$ cat config.mk
export PLATFORM = sky130hd
export DESIGN_NAME = rtmd_scan
export DESIGN_NICKNAME = d
export VERILOG_FILES = /design/src/hw/rtl/rtmd_pkg.sv /design/src/hw/rtl/rtmd_scan.sv
export SDC_FILE = /design/constraint.sdc
export NUM_CORES = 1
export LEC_CHECK = 0
export BUFFER_PORTS_ARGS = -buffer_cell sky130_fd_sc_hd__buf_2
export CAP_MARGIN = 15
export CORE_MARGIN = 2
export CORE_UTILIZATION = 30
export CTS_BUF_LIST = sky130_fd_sc_hd__clkbuf_4 sky130_fd_sc_hd__clkbuf_8
export CTS_CLUSTER_DIAMETER = 120
export DETAILED_ROUTE_END_ITERATION = 6
export RECOVER_POWER = 50
export SYNTH_ARGS = -nofsm -noshare
export SYNTH_HDL_FRONTEND = slang
export SYNTH_SLANG_ARGS = --single-unit
$ cat constraint.sdc
create_clock -name clk -period 3.11 [get_ports clk]
set_input_delay 0.1555 -clock clk [delete_from_list [all_inputs] [get_ports clk]]
set_output_delay 0.1555 -clock clk [all_outputs]
set_load 0.1 [all_outputs]
$ cat src/hw/rtl/rtmd_pkg.sv
// Shared types and codes for the route table with minimum-distance lookup.
// Used by rtmd_cell, rtmd_scan and route_table_min_distance; no dependencies.
`timescale 1ns / 1ps
`default_nettype none

package rtmd_pkg;

  // Default table size.
  localparam int unsigned TABLE_DEPTH_DEF = 64;

  // A distance of this value is never reported as a route.
  localparam logic [15:0] NO_ROUTE_DIST = 16'hFFFF;

  // Request kinds, carried on in_tuser.
  typedef enum logic [1:0] {
    KIND_REM_GW   = 2'd0,
    KIND_INSERT   = 2'd1,
    KIND_REM_DEST = 2'd2,
    KIND_FIND     = 2'd3
  } req_kind_t;

  // Result status, carried on out_tuser.
  typedef enum logic [2:0] {
    ST_DONE    = 3'd0,
    ST_FOUND   = 3'd1,
    ST_NONE    = 3'd2,
    ST_IGNORED = 3'd3,
    ST_FULL    = 3'd4
  } status_t;

  // One route entry as held in a cell.
  typedef struct packed {
    logic [31:0] dest;
    logic [31:0] gateway;
    logic [15:0] link;
    logic [15:0] distance;
  } route_t;

  // What every cell of the chain does in a cycle.
  typedef enum logic [2:0] {
    CELL_HOLD,
    CELL_MARK,
    CELL_ROTATE,
    CELL_PUSH,
    CELL_SWAP
  } cell_op_t;

  // Broadcast control for the cell chain.
  typedef struct packed {
    cell_op_t    op;
    logic        phase;       // swap phase: 0 pairs (0,1),(2,3)..; 1 pairs (1,2),(3,4)..
    logic        by_gateway;  // removal key compares the gateway, else the destination
    logic [31:0] key;
  } cell_ctl_t;

  // Control for the serial compare unit.
  typedef struct packed {
    logic clear;
    logic step;
  } scan_ctl_t;

endpackage

`default_nettype wire

$ cat src/hw/rtl/rtmd_scan.sv
// Serial compare unit at the head of the cell chain: best-route and duplicate search.
// Depends on rtmd_pkg; instantiated by route_table_min_distance.
`timescale 1ns / 1ps
`default_nettype none

module rtmd_scan import rtmd_pkg::*; (
  input  wire logic        clk,
  input  wire logic        rst_n,
  input  wire scan_ctl_t   ctl,
  input  wire route_t      head,       // entry currently in the head cell
  input  wire logic [31:0] req_dest,
  input  wire logic [31:0] req_gateway,
  input  wire logic [15:0] req_distance,
  output logic             hit,
  output logic             dup,
  output logic [31:0]      best_gateway,
  output logic [15:0]      best_link,
  output logic [15:0]      best_distance
);

  logic        hit_r, dup_r;
  logic [31:0] best_gw_r;
  logic [15:0] best_link_r;
  logic [15:0] best_dist_r;
  logic        dest_eq;
  logic        better;
  logic        same;

  assign dest_eq = (head.dest == req_dest);
  // strict compare keeps the newer entry on a tie and never takes the no-route distance
  assign better  = dest_eq && (head.distance < best_dist_r);
  assign same    = dest_eq && (head.gateway == req_gateway) && (head.distance == req_distance);

  // Track the best route and any duplicate as entries pass the head
  always_ff @(posedge clk) begin
    if (!rst_n) begin
      hit_r       <= 1'b0;
      dup_r       <= 1'b0;
      best_dist_r <= NO_ROUTE_DIST;
    end else if (ctl.clear) begin
      hit_r       <= 1'b0;
      dup_r       <= 1'b0;
      best_dist_r <= NO_ROUTE_DIST;
    end else if (ctl.step) begin
      if (better) begin
        hit_r       <= 1'b1;
        best_dist_r <= head.distance;
      end
      if (same) begin
        dup_r <= 1'b1;
      end
    end
    if (ctl.step && better) begin
      best_gw_r   <= head.gateway;
      best_link_r <= head.link;
    end
  end

  assign hit           = hit_r;
  assign dup           = dup_r;
  assign best_gateway  = best_gw_r;
  assign best_link     = best_link_r;
  assign best_distance = best_dist_r;

endmodule

`default_nettype wire

* Word level (Yosys, flattened, before mapping)
Index checks and enable logic that the tools add are counted.
Storage, ports and cells: register bits 66, output and inout port bits 66, logic and storage cells 17
Operators by class: $lt $le $gt $ge 1, equality and inequality tests 3, bitwise logic cells 1, reductions and logical operators 7
Operator list (number):
- $eq A32 B32 Y1 | 2
- $eq A16 B16 Y1 | 1
- $lt A16 B16 Y1 | 1
- $logic_and A1 B1 Y1 | 4
- $reduce_and A2 Y1 | 2
- $reduce_or A2 Y1 | 1
- $not A1 Y1 | 1

* Depth between registers and ports, before layout
Gate-level depths: netlist of run 1.
depth in word-level cells 4, mapped depth 10, depth with buffers taken out 8

* Worst setup path before layout of run 1
No wires, ideal clock.
kind register to register, start point register best_dist_r[1], in the netlist best_distance[1], end point register best_gw_r[0], in the netlist best_gateway[0] (enable), setup time 0.325 ns, arrival 2.828 ns, required time 2.785 ns, path slack -0.043 ns, cell stages (with the launch flop) 9, path buffers 2, clock period less this slack 3.153 ns, path through dfxtp_1 > inv_1 > ha_1 > a2111oi_2 > o31ai_1 > a2111oi_4 > and3_1 > buf_4 > buf_12
Between the ends: cells in the longest elaborated chain, start to end 3
Ends and longest elaborated chain:
- start: declaration | RTL line rtmd_scan.sv:24 | logic [15:0] best_dist_r;
- start signal: assignment | RTL line rtmd_scan.sv:47 | best_dist_r <= head.distance;
- $lt A16 B16 Y1 | RTL line rtmd_scan.sv:31 | assign better = dest_eq && (head.distance < best_dist_r);
- $logic_and A1 B1 Y1 | RTL line rtmd_scan.sv:31
- $logic_and A1 B1 Y1 | RTL line rtmd_scan.sv:53 | if (ctl.step && better) begin
- end signal: assignment | RTL line rtmd_scan.sv:54 | best_gw_r <= head.gateway;
- end: declaration | RTL line rtmd_scan.sv:22 | logic [31:0] best_gw_r;
Every way passes these cells. A chain may end at the register's enable or synchronous reset.

* Final worst setup path of run 1
start point register best_dist_r[1], in the netlist best_distance[1], end point register best_link_r[6], in the netlist best_link[6] (enable)
Between the ends: cells in the longest elaborated chain, start to end 3
Ends and longest elaborated chain:
- $lt A16 B16 Y1 | RTL line rtmd_scan.sv:31
- $logic_and A1 B1 Y1 | RTL line rtmd_scan.sv:31
- $logic_and A1 B1 Y1 | RTL line rtmd_scan.sv:53
- end signal: assignment | RTL line rtmd_scan.sv:55 | best_link_r <= head.link;
- end: declaration | RTL line rtmd_scan.sv:23 | logic [15:0] best_link_r;
Every way passes these cells.

==> results_dict.tcl, run 1 <==
set metrics [dict create \
    critical_path.startpoint_type "flop" \
    vias_in_the_first_global_route 3429 \
    gp_routability_congestion 0.795 \
    p_per_area_nw_per_um2 367 \
    vdd_ir_drop_max_mv 0.147 \
    detail_route.drc_violations 0 \
    synth_enable_flop_cells 48 \
    placeable_core_area_um2 11300 \
    critical_path_buffers_and_inverters 2 \
    setup_slack_ps 644 \
    fp.dieH_um 111 \
    worst-setup-path-type "reg2reg" \
    place_hpwl_um 8460 \
    final.fill_count 1055 \
    combinational_family_with_the_most_area_after_synthesis "XOR/XNOR gates" \
    clock_insertion_delay_worst_skew_ps 340 \
    static-leakage-power_nw 2.27 \
    synthesis.nets 472 \
    final-hold-violation-count 0 \
    placed_cells 663 \
    synth_simple_gate_area_share_pct 6.90 \
    power_switching_uw 430 \
    layout.nets 761 \
    clock_tree.root_cell "sky130_fd_sc_hd__clkbuf_8" \
    clk_transition_reported_paths_ps 70 \
    first_iter_violations 178 \
    cts_htree_levels 3 \
    clock_net_sink_count 66 \
    clock_path_buffers 2 \
    report.final.slew_viol_count 0 \
    power.share.switching_pct 22.2 \
    timing.final.crit_period_ps 2470 \
    worstPathRequired_ps 3090 \
    routed_via_density 4.61 \
    post_synth_xor_area_fraction_pct 18.6 \
    netlist-cell-type-count 39 \
    final.setup_skew_ps 6.20 \
    track_usage_pct 17.4 \
    final.setup.tns_ps 0 \
    critical_path.top_delay_family "compound AO/OA/AOI/OAI gates" \
    synth-seq-area-share_pct 52.5 \
    rsz0062_at_grt "false" \
    cts_made_buffers 9 \
    layoutNonFillerInstCount 715 \
    total_wire_length_after_detailed_routing_um 10600 \
    yosysWarningCount 0 \
    run_status "completed" \
    slowest_stage_delay_on_critical_path_ps 410 \
    pwr-share-seq_pct 48.6 \
    pre_cts_ws_ps 628 \
    finalCritPeriodShare_pct 79.3 \
    slowest_stage "sky130_fd_sc_hd__buf_4" \
    avgSynthCellArea_um2 12.4 \
    synthTopCellsByArea "sky130_fd_sc_hd__edfxtp_1, sky130_fd_sc_hd__dfxtp_1, sky130_fd_sc_hd__xnor2_1" \
    tightest_slew_ps 1210 \
    critPathCaptureType "flop" \
    path_cells "inv_1 > ha_1 > a2111oi_2 > o31ai_1 > a2111oi_4 > and3_2 > buf_4" \
    cts_tree "done" \
    fraction_of_registers_with_async_set_reset_pct 0 \
    hp_class "in2reg" \
    synthesis.area_um2 3430 \
    synth_top_flop_cell "sky130_fd_sc_hd__edfxtp_1" \
    initial_core_util_pct 30.4 \
    die_area_um2 12300 \
    timing.final.setup_violations 0 \
    placement.io_buffers 245 \
    num_vias 3295 \
    grt-ovfl-total 0 \
    final_layout_size_suffix_gt1_share_pct 35.9 \
    synth.top_cell.area_share_pct 42.0 \
    layout_commonest_cell "sky130_fd_sc_hd__buf_2" \
    timing.max_cap.violations 0 \
    layout.cells.most_common_list "sky130_fd_sc_hd__buf_2, sky130_fd_sc_hd__clkbuf_1, sky130_fd_sc_hd__edfxtp_1" \
    multiInputGateArea_um2 1500 \
    fmax_mhz 406 \
    synth_largest_area_cell "sky130_fd_sc_hd__edfxtp_1" \
    drtAntennaViolNets 0 \
    synth_compound_gate_area_share_pct 12.6 \
    timing.max_slew.rel_slack_pct 19.6 \
    combPwrFrac_pct 15.4 \
    pin_count_of_the_biggest_net_entering_global_routing 41 \
    intPower_mw 1.51 \
    final_core_utilization_pct 46.8 \
    top_level_ports 246 \
    drt-wirelength-per-cell_um 14.8 \
    synth-seq-cells 66 \
    timing.critical_path.arrival_ps 2450 \
    share_clk_of_total_power_pct 36.0 \
    whs_ps 60.6 \
    post_synth_inst_count 277 \
    dr.pass1.iters 4 \
    chipWidth_um 111 \
    synthMuxAreaShare_pct 0 \
    std_cell_rows 39 \
    syn2layout_area_growth_pct 53.9 \
    synthAdderAreaFrac_pct 5.47 \
    peak_fanout_along_the_critical_path 40 \
    first_pass_grt_wire_length_um 16700 \
    sequential_cell_area_um2 1800 \
    grt_antenna_before_repair 0 \
    post_cts_resized 0 \
]
kinds of logic after synthesis:
kind of cell,after synthesis
xor+xnor,73
fa+ha+maj,15
compound gates,53
flops,66
buf+inv,30
simple gates,40
Yosys cell counts (2+ instances only):
cell type                    n
sky130_fd_sc_hd__ha_1       15
sky130_fd_sc_hd__o21ai_2     9
sky130_fd_sc_hd__o2bb2ai_1   3
sky130_fd_sc_hd__nor3_1      2
sky130_fd_sc_hd__o21a_1      2
sky130_fd_sc_hd__dfxtp_1    18
sky130_fd_sc_hd__nor4_1     11
sky130_fd_sc_hd__clkbuf_1    3
sky130_fd_sc_hd__nor2_1      4
sky130_fd_sc_hd__edfxtp_1   48
sky130_fd_sc_hd__inv_1      23
sky130_fd_sc_hd__nand3_1     3
sky130_fd_sc_hd__a21oi_1     5
sky130_fd_sc_hd__nand4_1    13
sky130_fd_sc_hd__xor2_1     35
sky130_fd_sc_hd__xnor2_1    38
sky130_fd_sc_hd__a41oi_1    16
sky130_fd_sc_hd__nand2b_1    2
sky130_fd_sc_hd__o21ai_0     7
stage by stage:
step                total power [mW]  cell area, um^2
floorplan                       1.07             3430
global placement                1.23             4830
detailed placement              1.23             4830
CTS                             1.97             5350
global route                    2.04             5280
finish                          1.94             5280
worst reg2reg max path: stages (launching register included):
cell and delay (ps):
sky130_fd_sc_hd__dfxtp_2 320, sky130_fd_sc_hd__inv_1 40, sky130_fd_sc_hd__ha_1 280, sky130_fd_sc_hd__a2111oi_2 320, sky130_fd_sc_hd__o31ai_1 150, sky130_fd_sc_hd__a2111oi_4 320
sky130_fd_sc_hd__and3_2 240, sky130_fd_sc_hd__buf_4 410
timing repair:
item,CTS,global route
endpoints found under the hold margin,33,2
hold buffers,33,2
buffers inserted,0,0
flip-flops by register name (all words and copies together) (netlist names):
name	flops
hit	1
best_gateway	32
best_distance	16
dup	1
best_link	16
layout make-up:
cell class              count  area share [%]
flip-flops and latches     66            34.2
inverters                  23            1.64
multi-input cells         181            28.3
repair buffers            285            28.8
clock buffers              12            2.77
well taps                 143            3.39
clock inverters             4           0.806
diodes                      1          0.0474
path summary, 6_finish.rpt:
kind | to | from | depth (start not counted) | slack (ps)
hold / removal | best_gateway[18]$_DFFE_PP_ | head[50] | 1 | 60
setup / recovery | best_link[6]$_DFFE_PP_ | best_distance[1]$_SDFFE_PP1P_ | 7 | 640
setup reg to reg | best_link[6]$_DFFE_PP_ | best_distance[1]$_SDFFE_PP1P_ | 7 | 640
hold reg to reg | dup$_SDFFE_PP0P_ | dup$_SDFFE_PP0P_ | 2 | 480
per-layer routing:
metal,GRT usage (%),share of wire [%]
met2,31.3,51
met3,5.03,8.9
met5,0,0
met4,8.00,2.4
met1,18.9,38
power groups by stage:
| stage | Combinational, mW | Clock [mW] | Sequential [mW] |
|---|---|---|---|
| floorplan | 0.109 | 0 | 0.961 |
| global placement | 0.265 | 0 | 0.961 |
| detailed placement | 0.273 | 0 | 0.961 |
| CTS | 0.306 | 0.721 | 0.941 |
| global route | 0.333 | 0.762 | 0.940 |
| finish | 0.299 | 0.696 | 0.941 |
(Power assumes the default switching activity.)
==> inputs of run 2 (changes only) <==
Clock period 3.11 ns to 2.3 ns, I/O delays scaled along.
==> run 2 against run 1 <==
Net effect:
- sequential power rose by 34%
- flip-flop and latch count did not move
- largest power group unchanged
- critical path type unchanged
- critical path depth rose by 1
- critical endpoint is now best_gateway[8]$_DFFE_PP_
- clock skew rose by 2.5 ps
- global-route usage rose by 0.43 points
==> results_dict.tcl, run 2 (synthesized netlist as in run 1, its figures left out) <==
set metrics [dict create \
    layout.nets 782 \
    routed_via_density 4.63 \
    clock_tree.root_cell "sky130_fd_sc_hd__clkbuf_8" \
    fp.dieH_um 111 \
    static-leakage-power_nw 2.42 \
    initial_core_util_pct 30.4 \
    report.final.slew_viol_count 0 \
    power_switching_uw 602 \
    final.fill_count 1059 \
    critical_path_depth 8 \
    final_layout_size_suffix_gt1_share_pct 43.9 \
    first_iter_violations 114 \
    power.share.switching_pct 23.7 \
    post-layout-total-power_mw 2.54 \
    grt-ovfl-total 0 \
    drtAntennaViolNets 0 \
    drt-wirelength-per-cell_um 15.6 \
    worst_r2r_path_depth 8 \
    placeable_core_area_um2 11300 \
    share_clk_of_total_power_pct 33.2 \
    critPathCaptureType "flop" \
    layout.cells.most_common_list "sky130_fd_sc_hd__buf_2, sky130_fd_sc_hd__clkbuf_1, sky130_fd_sc_hd__edfxtp_1, sky130_fd_sc_hd__dlygate4sd3_1, sky130_fd_sc_hd__xnor2_1" \
    fmax_mhz 442 \
    run_status "completed" \
    num_vias 3410 \
    grt_antenna_before_repair 0 \
    peak_fanout_along_the_critical_path 8 \
    slowest_stage "sky130_fd_sc_hd__and3_4" \
    p_per_area_nw_per_um2 445 \
    clock_path_buffers 2 \
    post_dp_cell_area_um2 4940 \
    total_wire_length_after_detailed_routing_um 11500 \
    timing.max_cap.violations 0 \
    gp_routability_congestion 0.821 \
    cts_tree "done" \
    pwr-share-seq_pct 49.8 \
    tightest_slew_ps 1200 \
    critical_path_buffers_and_inverters 2 \
    critical_path.startpoint_type "flop" \
    slowest_stage_delay_on_critical_path_ps 370 \
    stdcell_area_um2 5700 \
    hold_depth 3 \
    intPower_mw 1.94 \
    rsz0062_at_grt "true" \
    place_hpwl_um 8610 \
    final-hold-violation-count 0 \
    layout_commonest_cell "sky130_fd_sc_hd__buf_2" \
    clock_net_sink_count 66 \
    timing.final.crit_period_ps 2260 \
    timing.final.setup_violations 0 \
    detail_route.drc_violations 0 \
    clock_insertion_delay_worst_skew_ps 350 \
    worst-setup-path-type "reg2reg" \
    top_level_ports 246 \
    multiInputGateArea_um2 1590 \
    syn2layout_area_growth_pct 66.3 \
    vias_in_the_first_global_route 3523 \
    final.setup.tns_ps 0 \
    timing.max_slew.rel_slack_pct 20.5 \
    critical_path.top_delay_family "compound AO/OA/AOI/OAI gates" \
    timing.critical_path.arrival_ps 2340 \
    finalCritPeriodShare_pct 98.5 \
    cts_made_buffers 9 \
    std_cell_rows 39 \
    worstPathRequired_ps 2370 \
    final.setup_skew_ps 8.69 \
    chipWidth_um 111 \
    path_cells "inv_2 > ha_4 > a21oi_1 > o21a_1 > o31ai_4 > a2111oi_4 > and3_4 > clkbuf_16" \
    combPwrFrac_pct 17.0 \
    hp_class "in2reg" \
    die_area_um2 12300 \
    placement.io_buffers 245 \
    track_usage_pct 17.9 \
    cts_htree_levels 3 \
    max_ffs_per_register 32 \
    vdd_ir_drop_max_mv 0.209 \
    clk_transition_reported_paths_ps 70 \
    pin_count_of_the_biggest_net_entering_global_routing 32 \
    first_pass_grt_wire_length_um 17100 \
    dr.pass1.iters 4 \
    sequential_cell_area_um2 1840 \
]
==> run 2: cell count changes in the layout (fill, tap and decap cells not counted), sizes merged <==
| cell | change |
|---|---|
| clkinvlp | +1 |
| clkbuf | -17 |
| and3 | +1 |
| buf | +24 |
| dlygate4sd3 | +13 |
| bufinv | -1 |
==> run 2: worst paths after layout <==
check                                                    from                              to  slack [ps]
worst min register to register               dup$_SDFFE_PP0P_                dup$_SDFFE_PP0P_         470
worst min-delay path                                 head[13]  best_distance[13]$_SDFFE_PP1P_          90
worst max-delay path            best_distance[7]$_SDFFE_PP1P_       best_gateway[8]$_DFFE_PP_          40
worst max register to register  best_distance[7]$_SDFFE_PP1P_       best_gateway[8]$_DFFE_PP_          40
==> run 2: area by class of cell <==
cell class | count | share of cell area (%)
inverters | 23 | 1.56
diodes | 1 | 0.0439
multi-input cells | 182 | 27.9
repair buffers | 305 | 32.1
well taps | 143 | 3.14
flip-flops and latches | 66 | 32.3
clock buffers | 12 | 2.57
clock inverters | 4 | 0.373
==> run 2: layer usage <==
layer  vias to the layer above  track usage (%)  routed length, um
li1                       1659                -                  -
met1                      1562             18.3               4250
met2                       173             34.1               6110
met3                        16             4.87                881
met4                         0             7.08                231
met5                         -                0                  0
==> run 2: repair_timing <==
| action | in CTS | in global routing |
|---|---|---|
| buffers inserted | 0 | 0 |
| endpoints found under the setup margin | 0 | 54 |
| hold buffers | 48 | 0 |
| resized for setup | 0 | 7 |
| hold endpoints to repair | 48 | 0 |
==> run 2: per-stage QoR <==
| stage | setup slack (ps) | hold slack (ps) | utilization (%) | std cells |
|---|---|---|---|---|
| after floorplan | -299 | 214 | - | 277 |
| after global placement | 104 | 295 | 43.9 | 664 |
| after detailed placement | 42.4 | 294 | 43.9 | 664 |
| after CTS | 41.0 | 80.6 | 49.6 | 728 |
| after global routing | -71.5 | 92.1 | 50.6 | 735 |
| final | 35.4 | 88.9 | 50.6 | 736 |
==> run 2: worst reg2reg max path, stage by stage, from the launching register on <==
cell,delay (ps)
sky130_fd_sc_hd__dfxtp_4,340
sky130_fd_sc_hd__inv_2,80
sky130_fd_sc_hd__ha_4,200
sky130_fd_sc_hd__a21oi_1,160
sky130_fd_sc_hd__o21a_1,200
sky130_fd_sc_hd__o31ai_4,100
sky130_fd_sc_hd__a2111oi_4,350
sky130_fd_sc_hd__and3_4,370
sky130_fd_sc_hd__clkbuf_16,200
==> run 2: power groups by stage <==
stage	Clock, mW	Combinational [mW]	Sequential [mW]
finish	0.843	0.432	1.26
global route	0.926	0.477	1.26
CTS	0.866	0.438	1.26
detailed placement	0	0.374	1.29
global placement	0	0.364	1.29
floorplan	0	0.151	1.29
