[src/hw/rtl/rtmd_pkg.sv]
// Shared types and codes for the route table with minimum-distance lookup.
// Used by rtmd_cell, rtmd_scan and route_table_min_distance; no dependencies.
`timescale 1ns / 1ps
`default_nettype none

package rtmd_pkg;

  // Default table size.
  localparam int unsigned TABLE_DEPTH_DEF = 64;

  // A distance of this value is never reported as a route.
  localparam logic [15:0] NO_ROUTE_DIST = 16'hFFFF;

  // Request kinds, carried on in_tuser.
  typedef enum logic [1:0] {
    KIND_REM_GW   = 2'd0,
    KIND_INSERT   = 2'd1,
    KIND_REM_DEST = 2'd2,
    KIND_FIND     = 2'd3
  } req_kind_t;

  // Result status, carried on out_tuser.
  typedef enum logic [2:0] {
    ST_DONE    = 3'd0,
    ST_FOUND   = 3'd1,
    ST_NONE    = 3'd2,
    ST_IGNORED = 3'd3,
    ST_FULL    = 3'd4
  } status_t;

  // One route entry as held in a cell.
  typedef struct packed {
    logic [31:0] dest;
    logic [31:0] gateway;
    logic [15:0] link;
    logic [15:0] distance;
  } route_t;

  // What every cell of the chain does in a cycle.
  typedef enum logic [2:0] {
    CELL_HOLD,
    CELL_MARK,
    CELL_ROTATE,
    CELL_PUSH,
    CELL_SWAP
  } cell_op_t;

  // Broadcast control for the cell chain.
  typedef struct packed {
    cell_op_t    op;
    logic        phase;       // swap phase: 0 pairs (0,1),(2,3)..; 1 pairs (1,2),(3,4)..
    logic        by_gateway;  // removal key compares the gateway, else the destination
    logic [31:0] key;
  } cell_ctl_t;

  // Control for the serial compare unit.
  typedef struct packed {
    logic clear;
    logic step;
  } scan_ctl_t;

endpackage

`default_nettype wire

[src/hw/rtl/rtmd_cell.sv]
// One slot of the route table chain: holds an entry, a live flag and a tally bit.
// Depends on rtmd_pkg; instantiated in a row by route_table_min_distance.
`timescale 1ns / 1ps
`default_nettype none

module rtmd_cell import rtmd_pkg::*; #(
  parameter int unsigned TABLE_DEPTH = TABLE_DEPTH_DEF,
  parameter int unsigned CELL_IDX    = 0
) (
  input  wire logic      clk,
  input  wire logic      rst_n,
  input  wire cell_ctl_t ctl,
  input  wire logic      occupied,     // this slot lies below the entry count
  input  wire route_t    lower_entry,  // from the newer neighbor (or the new route)
  input  wire logic      lower_live,
  input  wire route_t    upper_entry,  // from the older neighbor (wraps to the head)
  input  wire logic      upper_live,
  input  wire logic      upper_tally,
  output route_t         entry,
  output logic           live,
  output logic           tally
);

  localparam logic IDX_ODD = 1'((CELL_IDX % 2) == 1);
  localparam logic HAS_UP  = 1'((CELL_IDX + 1) < TABLE_DEPTH);
  localparam logic HAS_DN  = 1'(CELL_IDX > 0);

  route_t entry_r, entry_nxt;
  logic   live_r, live_nxt;
  logic   tally_r, tally_nxt;
  logic   key_hit;
  logic   is_lo;

  // Compare the removal key against this slot
  assign key_hit = ctl.by_gateway ? (entry_r.gateway == ctl.key) : (entry_r.dest == ctl.key);
  assign is_lo   = (IDX_ODD == ctl.phase);

  // Select the next slot contents
  always_comb begin
    entry_nxt = entry_r;
    live_nxt  = live_r;
    tally_nxt = tally_r;
    case (ctl.op)
      CELL_MARK: begin
        live_nxt  = occupied && !key_hit;
        tally_nxt = occupied && key_hit;
      end
      CELL_ROTATE: begin
        entry_nxt = upper_entry;
        live_nxt  = upper_live;
      end
      CELL_PUSH: begin
        entry_nxt = lower_entry;
        live_nxt  = lower_live;
      end
      CELL_SWAP: begin
        tally_nxt = upper_tally;
        // move a live entry down past a dead one, pairwise
        if (is_lo) begin
          if (HAS_UP && !live_r && upper_live) begin
            entry_nxt = upper_entry;
            live_nxt  = 1'b1;
          end
        end else if (HAS_DN && !lower_live && live_r) begin
          entry_nxt = lower_entry;
          live_nxt  = 1'b0;
        end
      end
      default: begin
      end
    endcase
  end

  // Hold slot flags; entry payload needs no reset
  always_ff @(posedge clk) begin
    if (!rst_n) begin
      live_r  <= 1'b0;
      tally_r <= 1'b0;
    end else begin
      live_r  <= live_nxt;
      tally_r <= tally_nxt;
    end
    entry_r <= entry_nxt;
  end

  assign entry = entry_r;
  assign live  = live_r;
  assign tally = tally_r;

endmodule

`default_nettype wire

[config.mk]
export PLATFORM = sky130hd
export DESIGN_NAME = rtmd_cell
export DESIGN_NICKNAME = d
export VERILOG_FILES = /design/src/hw/rtl/rtmd_pkg.sv /design/src/hw/rtl/rtmd_cell.sv
export SDC_FILE = /design/constraint.sdc
export NUM_CORES = 1
export LEC_CHECK = 0
export BUFFER_PORTS_ARGS = -buffer_cell sky130_fd_sc_hd__buf_4
export CELL_PAD_IN_SITES_DETAIL_PLACEMENT = 1
export CELL_PAD_IN_SITES_GLOBAL_PLACEMENT = 1
export CORE_MARGIN = 5
export CORE_UTILIZATION = 34
export DETAILED_ROUTE_END_ITERATION = 7
export GPL_ROUTABILITY_DRIVEN = 0
export PLACE_DENSITY_LB_ADDON = 0.1
export REMOVE_ABC_BUFFERS = 1
export SYNTH_ARGS = -nofsm -noshare
export SYNTH_HDL_FRONTEND = slang
export SYNTH_SLANG_ARGS = --single-unit
[constraint.sdc]
create_clock -name clk -period 20.4 [get_ports clk]
set_input_delay 3.06 -clock clk [delete_from_list [all_inputs] [get_ports clk]]
set_output_delay 3.06 -clock clk [all_outputs]
set_load 0.005 [all_outputs]
* Yosys cells after proc, flatten, opt, wreduce, memory -nomap -nowiden *
Cells that the tools add are included.
W data, S select, Z words.

storage, ports and cells
  bits in registers = 98
  bits in latches = 0
  bits in writable memories = 0
  bits in read-only memories = 0
  input port bits = 235
  output and inout bits = 98
  word-level logic and storage cells = 32
  memories = 0

cells by class
  add/subtract/negate cells = 0
  multipliers = 0
  divide/modulo/power cells = 0
  order comparisons = 0
  eq/ne operators = 8
  shift operators = 0
  muxes and demuxes = 8
  bitwise operators = 0
  reductions and logical operators = 10

operators with widths
  cell                  number
  $pmux W96 S3          1
  $mux W96              2
  $eq A32 B32 Y1        2
  $eq A3 B2 Y1 const B  2
  $reduce_and A3 Y1     2
  $ne A2 B2 Y1 const B  2
  $pmux W1 S4           1
  $reduce_bool A4 Y1    1
  $eq A3 B1 Y1 const B  1
  $eq A3 B3 Y1 const B  1
  $logic_and A1 B1 Y1   3
  $mux W1               3
  $reduce_bool A3 Y1    1
  $logic_not A1 Y1      2
  $pmux W1 S2           1
  $reduce_bool A2 Y1    1

* Longest topological paths before layout *
Gate-level depths: netlist (run 1).

  word-level depth = 5
  mapped depth = 8
  depth with buffers taken out = 6

* Least setup slack after synthesis (run 1) *
Ideal clock, no wire load.

  path type = input port to flip-flop
  start point = input ctl[35] in the netlist's numbering
  end point = register entry_r (netlist bit entry[0]) (enable)
  library setup time = 0.584 ns
  data arrival time = 8.342 ns
  data required time = 19.816 ns
  slack = 11.474 ns
  stages = 6
  buffers on the path = 1
  cells stage by stage = clkbuf_1 inv_1 nand2_1 nor4_1 inv_1 o22ai_1

on the way
  word-level cells in the longest chain between the ends = 3
  elaborated cells between the ends (all ways) = 7
  classes of those cells = eq/ne (5); reduce/logical (2)

RTL lines
  what                                                                        line             RTL
  start, declared                                                             rtmd_cell.sv:12  input wire cell_ctl_t ctl,
  $eq A3 B3 Y1 / $eq A3 B2 Y1 (equally long branches)                         rtmd_cell.sv:43  case (ctl.op)
  $ne A2 B2 Y1 (no source line) / $reduce_bool A3 Y1 (equally long branches)  n/a
  $reduce_and A3 Y1 (no source line) (*)                                      n/a
  end signal, assigned                                                        rtmd_cell.sv:83  entry_r <= entry_nxt;
  end, declared                                                               rtmd_cell.sv:28  route_t entry_r, entry_nxt;

Every way passes the cells marked *; elsewhere a longest branch is shown, timed or not.
A chain may end at the register's enable or synchronous reset.

* Worst setup path after layout (run 1) *
  start point = input ctl[35] in the netlist's numbering
  end point = register entry_r (netlist bit entry[81]) (enable)

The elaborated chain is that of the path after synthesis.

==> impl_metrics.json, run 1 <==
{
  "fin_crit_ps": 5310,
  "fin_setup_tns_ps": 0,
  "antenna_found_initial": 0,
  "layout-drive-gt1-share": 0.692,
  "drc": 0,
  "rows": 43,
  "async_flop_share": 0,
  "post-dp-hpwl_um": 14100,
  "synth.largest_area_cell": "edfxtp_1",
  "first_iter_violations": 111,
  "antenna_left": 0,
  "routed_wl_um": 17300,
  "fin_skew_ps": 8.58,
  "fmax_ghz": 0.188,
  "yosysSeqAreaShare": 0.597,
  "synth_edf_count": 96,
  "grt_pass1_vias": 4399,
  "end_kind": "register",
  "placedCellCount": 807,
  "start_kind": "primary input",
  "synth.top_cell.area_share": 0.589,
  "synthSimpleGateAreaFrac": 0.0220,
  "clockRootBuffer": "clkbuf_16",
  "final_cells": 822,
  "synthXorXnorAreaFrac": 0.0572,
  "max-slew-margin-rel": 0.452,
  "regToRegEndpoint": "entry[81]",
  "ir_drop_uv": 37.6,
  "yosys_warnings": 0,
  "grt_overflow": 0,
  "critPathBufInv": 5,
  "cpMaxStageDelayCell": "buf_4",
  "synthCells": 307,
  "fin_nets": 873,
  "post_cts_buffers": 0,
  "cap_violations": 0,
  "grt_pass1_wl_um": 24800,
  "route.vias.total": 3909,
  "syn_area_mm2": 0.00490,
  "wl_per_cell_um": 21.0,
  "crit_type": "primary input to register",
  "cts_hold_buf": 0,
  "power_mw": 0.498,
  "via_per_inst": 4.76,
  "tritoncts.num_buffers": 9,
  "die-area_mm2": 0.0169,
  "syn_to_final_growth_pct": 60.0,
  "grt_max_degree": 66,
  "endpoint": "entry[81]",
  "p_per_area_mw_per_mm2": 63.6,
  "synth_compound_area_frac": 0.0135,
  "synth_top_family_by_area": "multiplexers",
  "ctsLongestPathBuffers": 2,
  "synth_common_cells": "edfxtp_1 (96), mux2_2 (96), mux2i_1 (32), xnor2_1 (32), nor4_1 (9)",
  "cp_cell_sequence": "buf_4 > inv_1 > nand2_1 > nor4_1 > inv_1 > o22ai_4 > buf_4 > buf_4",
  "crit_fanout": 56,
  "rsz0062_at_grt": "false",
  "ys_ff_latch": 98,
  "core_area_mm2": 0.0140,
  "setup_viol": 0,
  "outcome": "finished clean",
  "ctsResizeCount": 0,
  "grtUsageTotal": 0.200,
  "rr_worst_depth": 3,
  "synth.distinct_cells": 25,
  "syn_avg_cell_area_um2": 16.0,
  "synth_ff_type": "edfxtp_1",
  "detail_route.first_pass.iterations": 4,
  "worst_hold_slack_ps": 691,
  "hold_path.class": "register to register",
  "tightest_slew_ps": 822,
  "cp-startpoint": "ctl[35]",
  "hold_violations": 0,
  "worstPathArrival_ps": 5280,
  "path_delay_family": "buffers and inverters",
  "synth_area_leaders": "edfxtp_1 (59%), mux2_2 (22%), mux2i_1 (6.5%), xnor2_1 (5.7%), nor4_1 (1.1%)",
  "n_antenna_cell": 0,
  "die_x_um": 130,
  "clkTransAtPathRegs_ps": 60,
  "r2r_slack_ps": 18310,
  "chipHeight_um": 130,
  "critical_path_cell_count": 8,
  "synthAdderAreaFrac": 0,
  "slowest_delay_ps": 670,
  "clkLatencyLatePin_ps": 340,
  "cts.htree.levels": 3,
  "synthMuxAreaShare": 0.286,
  "start_util": 0.350,
  "power_leakage_nw": 3.39,
  "crit_top_cell": "buf_4",
  "fin_crit_sh": 0.260,
  "io_buffers": 332,
  "critPathRequiredTime_ps": 20370,
  "io_pins": 333,
  "cts_num_sinks": 98,
  "r2r-start": "live",
  "cts_tree": "done",
  "drv_slew": 0
}
flip-flops by register name, summed over array words and instances (netlist names):
name and count:
entry 96, tally 1, live 1
cell families after synthesis:
logic type             count (synthesis)
multiplexers                         128
flip-flops                            98
XOR/XNOR                              32
buffers and inverters                 21
AND/OR/NAND/NOR                       18
AO/OA/AOI/OAI                         10
per-stage QoR:
stage	area, µm²	utilization	setup slack, ps
5_1_grt	7830	0.560	14910
2_1_floorplan	4800	-	11630
4_1_cts	7830	0.560	15090
3_5_place_dp	7560	0.540	14730
3_3_place_gp	7560	0.540	14890
6_report	7830	0.560	15090
layout by cell type, fill, tap and decap left out:
cell type,n
a21oi_1,3
a22o_1,1
a311oi_1,1
and4b_1,1
buf_4,336
bufinv_16,1
clkbuf_1,1
clkbuf_16,9
clkinv_1,3
clkinv_2,1
dfxtp_1,2
edfxtp_1,96
inv_1,5
mux2_2,96
mux2i_1,32
nand2_1,1
nand3b_1,1
nand4_1,2
nor2_1,3
nor2b_1,1
nor4_1,9
o21ai_1,1
o22a_1,1
o22ai_1,1
o22ai_4,1
o31ai_1,1
xnor2_1,32
area by class of cell:
type / instances / area [µm²]
well taps: 180 / 225
fillers: 1448 / 6150
clock inverters: 5 / 46.3
flip-flops and latches: 98 / 2920
clock buffers: 10 / 229
multi-input cells: 188 / 1870
repair buffers: 336 / 2520
inverters: 5 / 18.8
worst reg2reg max path: stages, from the launching register on:
cell,delay [ps]
dfxtp_1,360
o22ai_4,120
buf_4,490
buf_4,700
per-layer routing:
layer,vias to the layer above,global-route usage,routed length (µm)
li1,1841,-,-
met1,1859,0.202,5640
met4,0,0.0672,318
met2,193,0.376,9540
met3,16,0.0745,1780
met5,-,0,0
how the worst min path moves through the flow:
stage | startpoint | endpoint | cells after the start
after floorplan | live | live | 2
after detailed placement | live | live | 2
after global placement | live | live | 2
after CTS | live | live | 2
final | live | live | 2
after global routing | live | live | 2
where the power goes:
| group | leakage, nW | switching, mW | internal (mW) | total, mW |
|---|---|---|---|---|
| combinational | 2.33 | 0.0333 | 0.0606 | 0.0939 |
| clock | 0.135 | 0.0709 | 0.0930 | 0.164 |
| sequential | 0.920 | 0.00489 | 0.235 | 0.240 |
Note: power is estimated with default switching activity, not from simulation.
==> run 2, diff against run 1 <==
- ABC_AREA: default -> 1
- CORE_UTILIZATION: 34 -> 26
- clock period: 20.4 -> 4.4 ns (I/O delays scaled with it)
==> impl_metrics.json, run 2 <==
{
  "route.vias.total": 5542,
  "grt_pass1_vias": 5537,
  "tightest_slew_ps": 1080,
  "cpMaxStageDelayCell": "inv_4",
  "start_kind": "primary input",
  "antenna_found_initial": 0,
  "fin_crit_ps": 2360,
  "rsz0062_at_grt": "false",
  "p_seq_frac": 0.459,
  "start_util": 0.265,
  "rows": 52,
  "fin_nets": 1251,
  "post_cts_buffers": 0,
  "worst_hold_slack_ps": 568,
  "power_leakage_nw": 4.34,
  "layout-drive-gt1-share": 0.357,
  "power_mw": 2.64,
  "grt_max_degree": 98,
  "cts_tree": "done",
  "ir_drop_uv": 232,
  "io_pins": 333,
  "dpl_cell_area_mm2": 0.00809,
  "endpoint": "entry[23]",
  "synth.largest_area_cell": "edfxtp_1",
  "ctsResizeCount": 0,
  "crit_fanout": 45,
  "synthCells": 696,
  "intPower_mw": 1.94,
  "core_area_mm2": 0.0203,
  "critical_path_cell_count": 7,
  "nFillCells": 2523,
  "final_cells": 1291,
  "hold_path.class": "primary input to register",
  "rr_worst_depth": 4,
  "grtUsageTotal": 0.162,
  "clkTransAtPathRegs_ps": 80,
  "detail_route.first_pass.iterations": 4,
  "comb_power_share": 0.232,
  "synth_area_leaders": "edfxtp_1 (54%), nand2_1 (32%), nand3b_1 (2.9%), inv_1 (2.6%), nand3_1 (1.6%)",
  "max-slew-margin-rel": 0.281,
  "cts.htree.levels": 3,
  "outcome": "finished clean",
  "grt_pass1_wl_um": 30200,
  "end_kind": "register",
  "first_iter_violations": 119,
  "async_flop_share": 0,
  "finalCoreUtilization": 0.413,
  "crit_type": "primary input to register",
  "syn_avg_cell_area_um2": 7.72,
  "fin_crit_sh": 0.536,
  "drc": 0,
  "via_per_inst": 4.29,
  "p_per_area_mw_per_mm2": 315,
  "r2r_slack_ps": 2300,
  "setup_viol": 0,
  "drv_slew": 0,
  "cp-startpoint": "ctl[34]",
  "worstPathArrival_ps": 2370,
  "io_buffers": 332,
  "path_delay_family": "buffers and inverters",
  "die_x_um": 154,
  "place_ws_ps": 1640,
  "die-area_mm2": 0.0237,
  "critPathBufInv": 4,
  "hold_violations": 0,
  "antenna_left": 0,
  "p_clk_frac": 0.309,
  "chipHeight_um": 154,
  "fin_ws_ps": 2040,
  "r2r-start": "live",
  "synth_edf_count": 96,
  "fin_setup_tns_ps": 0,
  "crit_top_cell": "buf_4",
  "cts_hold_buf": 0,
  "yosysMostFrequentCell": "nand2_1",
  "p_switching_mw": 0.702,
  "fmax_ghz": 0.424,
  "cts_num_sinks": 98,
  "synth_common_cells": "nand2_1 (464), edfxtp_1 (96), inv_1 (37), nand3b_1 (21), nand3_1 (17)",
  "ys_ff_latch": 98,
  "p_sw_frac": 0.266,
  "post-dp-hpwl_um": 15700,
  "ctsLongestPathBuffers": 2,
  "clockRootBuffer": "clkbuf_16",
  "slowest_delay_ps": 480,
  "fin_area_mm2": 0.00839,
  "synth.top_cell.area_share": 0.536,
  "routed_wl_um": 20000,
  "mostFrequentLayoutCells": "nand2_1 (464), buf_4 (336), edfxtp_1 (96)",
  "cap_violations": 0,
  "largest_reg_flops": 96,
  "placedCellCount": 1275,
  "cp_cell_sequence": "buf_4 > nor3_1 > inv_1 > nand3_1 > nand2_1 > inv_4 > buf_4",
  "synth.distinct_cells": 23,
  "syn_to_final_growth_pct": 56.1,
  "clkLatencyLatePin_ps": 350,
  "yosys_warnings": 0,
  "grt_overflow": 0,
  "n_antenna_cell": 0,
  "tritoncts.num_buffers": 9,
  "fin_skew_ps": 11.7,
  "critPathRequiredTime_ps": 4410,
  "yosysSeqAreaShare": 0.544,
  "syn_area_mm2": 0.00538,
  "wl_per_cell_um": 15.5,
  "synth_ff_type": "edfxtp_1",
  "regToRegEndpoint": "entry[23]",
  "final_common_cell": "nand2_1"
}
## run 2: changes by cell type after synthesis, moves of 7 or more
| cell | delta |
|---|---|
| xnor2_1 | -32 |
| clkbuf_1 | +9 |
| nor4_1 | -9 |
| mux2i_1 | -32 |
| mux2_2 | -96 |
| nand3_1 | +17 |
| inv_1 | +32 |
| nand3b_1 | +20 |
| nand2_2 | +7 |
| nand2_1 | +463 |
## run 2: worst min path at each step
stage / from / endpoint / slack, ps / cells after the start
floorplan: live / live / 540 / 2
global route: upper_entry[27] / entry[27] / 560 / 3
CTS: upper_entry[15] / entry[15] / 550 / 3
finish: upper_entry[15] / entry[15] / 570 / 3
detailed placement: live / live / 580 / 2
global placement: live / live / 570 / 2
## run 2: kinds of logic (layout without fill, tap and decap cells)
| logic type | Yosys count | count (layout) | synth area share |
|---|---|---|---|
| buffers and inverters | 66 | 391 | 0.0577 |
| AOI/OAI and AO/OA | 8 | 8 | 0.00884 |
| and+or+nand+nor | 524 | 524 | 0.390 |
| DFF | 98 | 98 | 0.544 |
## run 2: cell type report
class                   count  area, µm²  share of cell area
clock buffers              10        229              0.0273
clock inverters             6       73.8             0.00880
inverters                  39        158              0.0188
multi-input cells         532       2150               0.256
flip-flops and latches     98       2920               0.348
well taps                 270        338              0.0403
repair buffers            336       2520               0.301
## run 2: worst reg2reg max path, cell delays in order, from the launching register on
cell	delay, ps
dfxtp_1	330
o31ai_1	320
nand2_1	150
inv_4	480
buf_4	490
## run 2: power by group through the flow
stage / Combinational, mW / Clock, mW / Sequential [mW]
final: 0.613 / 0.817 / 1.21
after global routing: 0.689 / 0.891 / 1.23
after CTS: 0.631 / 0.842 / 1.21
after detailed placement: 0.630 / 0 / 1.23
after global placement: 0.627 / 0 / 1.23
after floorplan: 0.202 / 0 / 1.24
## run 2: per-layer routing
layer  vias up  GRT usage  routed length (µm)
met1      2507      0.178                7670
met3        14     0.0807                2240
li1       2816          -                   -
met5         -          0                   0
met4         0     0.0345                 247
met2       205      0.284                9810
==> run 3, diff against run 2 <==
- CORE_UTILIZATION: 26 -> 29
- clock period: 4.4 -> 2.35 ns (I/O delays scaled with it)
==> impl_metrics.json, run 3 (same netlist as run 2, synthesis figures left out) <==
{
  "grt_pass1_wl_um": 30400,
  "io_pins": 333,
  "ctsResizeCount": 0,
  "routed_wl_um": 20200,
  "tritoncts.num_buffers": 9,
  "hold_violations": 0,
  "drc": 0,
  "grt_pass1_vias": 5563,
  "fin_ws_ps": 637,
  "clockRootBuffer": "clkbuf_16",
  "outcome": "finished clean",
  "mostFrequentLayoutCells": "nand2_1 (464), buf_4 (333), edfxtp_1 (96)",
  "fin_crit_sh": 0.729,
  "start_util": 0.297,
  "ctsLongestPathBuffers": 2,
  "io_buffers": 332,
  "wl_per_cell_um": 16.1,
  "antenna_found_initial": 0,
  "worst_hold_slack_ps": 252,
  "cts_tree": "done",
  "chipHeight_um": 146,
  "rsz0062_at_grt": "false",
  "detail_route.first_pass.iterations": 4,
  "cts_hold_buf": 0,
  "largest_reg_flops": 96,
  "worstHoldStart": "rst_n",
  "start_kind": "register",
  "r2r_slack_ps": 640,
  "die-area_mm2": 0.0214,
  "fmax_ghz": 0.584,
  "first_iter_violations": 191,
  "p_per_area_mw_per_mm2": 587,
  "power_leakage_nw": 4.35,
  "route.vias.total": 5539,
  "setup_viol": 0,
  "grt_max_degree": 98,
  "clkLatencyLatePin_ps": 350,
  "fin_skew_ps": 5.57,
  "layout-drive-gt1-share": 0.356,
  "n_antenna_cell": 0,
  "hold_path.class": "primary input to register",
  "max-slew-margin-rel": 0.653,
  "r2r-start": "live",
  "die_x_um": 146,
  "ir_drop_uv": 348,
  "grt_overflow": 0,
  "syn_to_final_growth_pct": 56.1,
  "crit_type": "register to register",
  "rr_worst_depth": 4,
  "cts.htree.levels": 3,
  "finalCoreUtilization": 0.464,
  "cp-startpoint": "live",
  "endpoint": "entry[4]",
  "fin_nets": 1252,
  "drv_slew": 0,
  "end_kind": "register",
  "power_mw": 4.93,
  "rows": 49,
  "fin_crit_ps": 1710,
  "cts_num_sinks": 98,
  "post-dp-hpwl_um": 15800,
  "tightest_slew_ps": 520,
  "post_cts_buffers": 0,
  "worstPathArrival_ps": 1740,
  "fin_setup_tns_ps": 0,
  "grtUsageTotal": 0.182,
  "antenna_left": 0,
  "final_common_cell": "nand2_1",
  "regToRegEndpoint": "entry[4]",
  "clkTransAtPathRegs_ps": 70,
  "core_area_mm2": 0.0181,
  "crit_fanout": 46,
  "place_ws_ps": 296,
  "via_per_inst": 4.43,
  "critPathRequiredTime_ps": 2380,
  "cap_violations": 0
}
==> run 3: cell count changes in the layout (fill, tap and decap cells not counted), sizes merged <==
| cell | change |
|---|---|
| clkinv | +3 |
| buf | +1 |
| inv | -2 |
| clkbuf | -1 |
==> run 3: area by class of cell <==
cell class	count	area, µm²
fillers	2253	9700
clock inverters	7	70.1
repair buffers	337	2580
multi-input cells	532	2150
flip-flops and latches	98	2920
well taps	229	287
inverters	39	158
clock buffers	9	225
==> run 3: worst min path at each step <==
stage	to	depth (start not counted)
6_report	tally	2
5_1_grt	tally	2
4_1_cts	tally	2
3_5_place_dp	live	2
3_3_place_gp	live	2
2_1_floorplan	live	2
==> run 3: worst max-delay path: stages, from the launching register on <==
cell,delay [ps]
dfxtp_1,340
o31ai_1,340
nand2_1,150
inv_4,230
buf_12,280
==> run 3: where the power goes <==
group / internal (mW) / switching, mW / leakage [nW]
sequential: 2.17 / 0.0968 / 0.919
combinational: 0.633 / 0.539 / 3.30
clock: 0.822 / 0.666 / 0.137
total: 3.62 / 1.30 / 4.35
==> run 3: layer usage <==
layer,wire (µm),up-vias,share of wire,global-route usage
li1,-,2823,-,-
met1,7700,2496,0.38,0.203
met2,10100,206,0.50,0.320
met3,2090,14,0.10,0.0750
met4,248,0,0.012,0.0503
met5,0,-,0,0
==> run 3: through the flow <==
| step | area (µm²) | instances |
|---|---|---|
| final | 8390 | 1251 |
| after global routing | 8390 | 1251 |
| after CTS | 8390 | 1251 |
| after detailed placement | 8100 | 1235 |
| after global placement | 8100 | 1235 |
| after floorplan | 5220 | 669 |
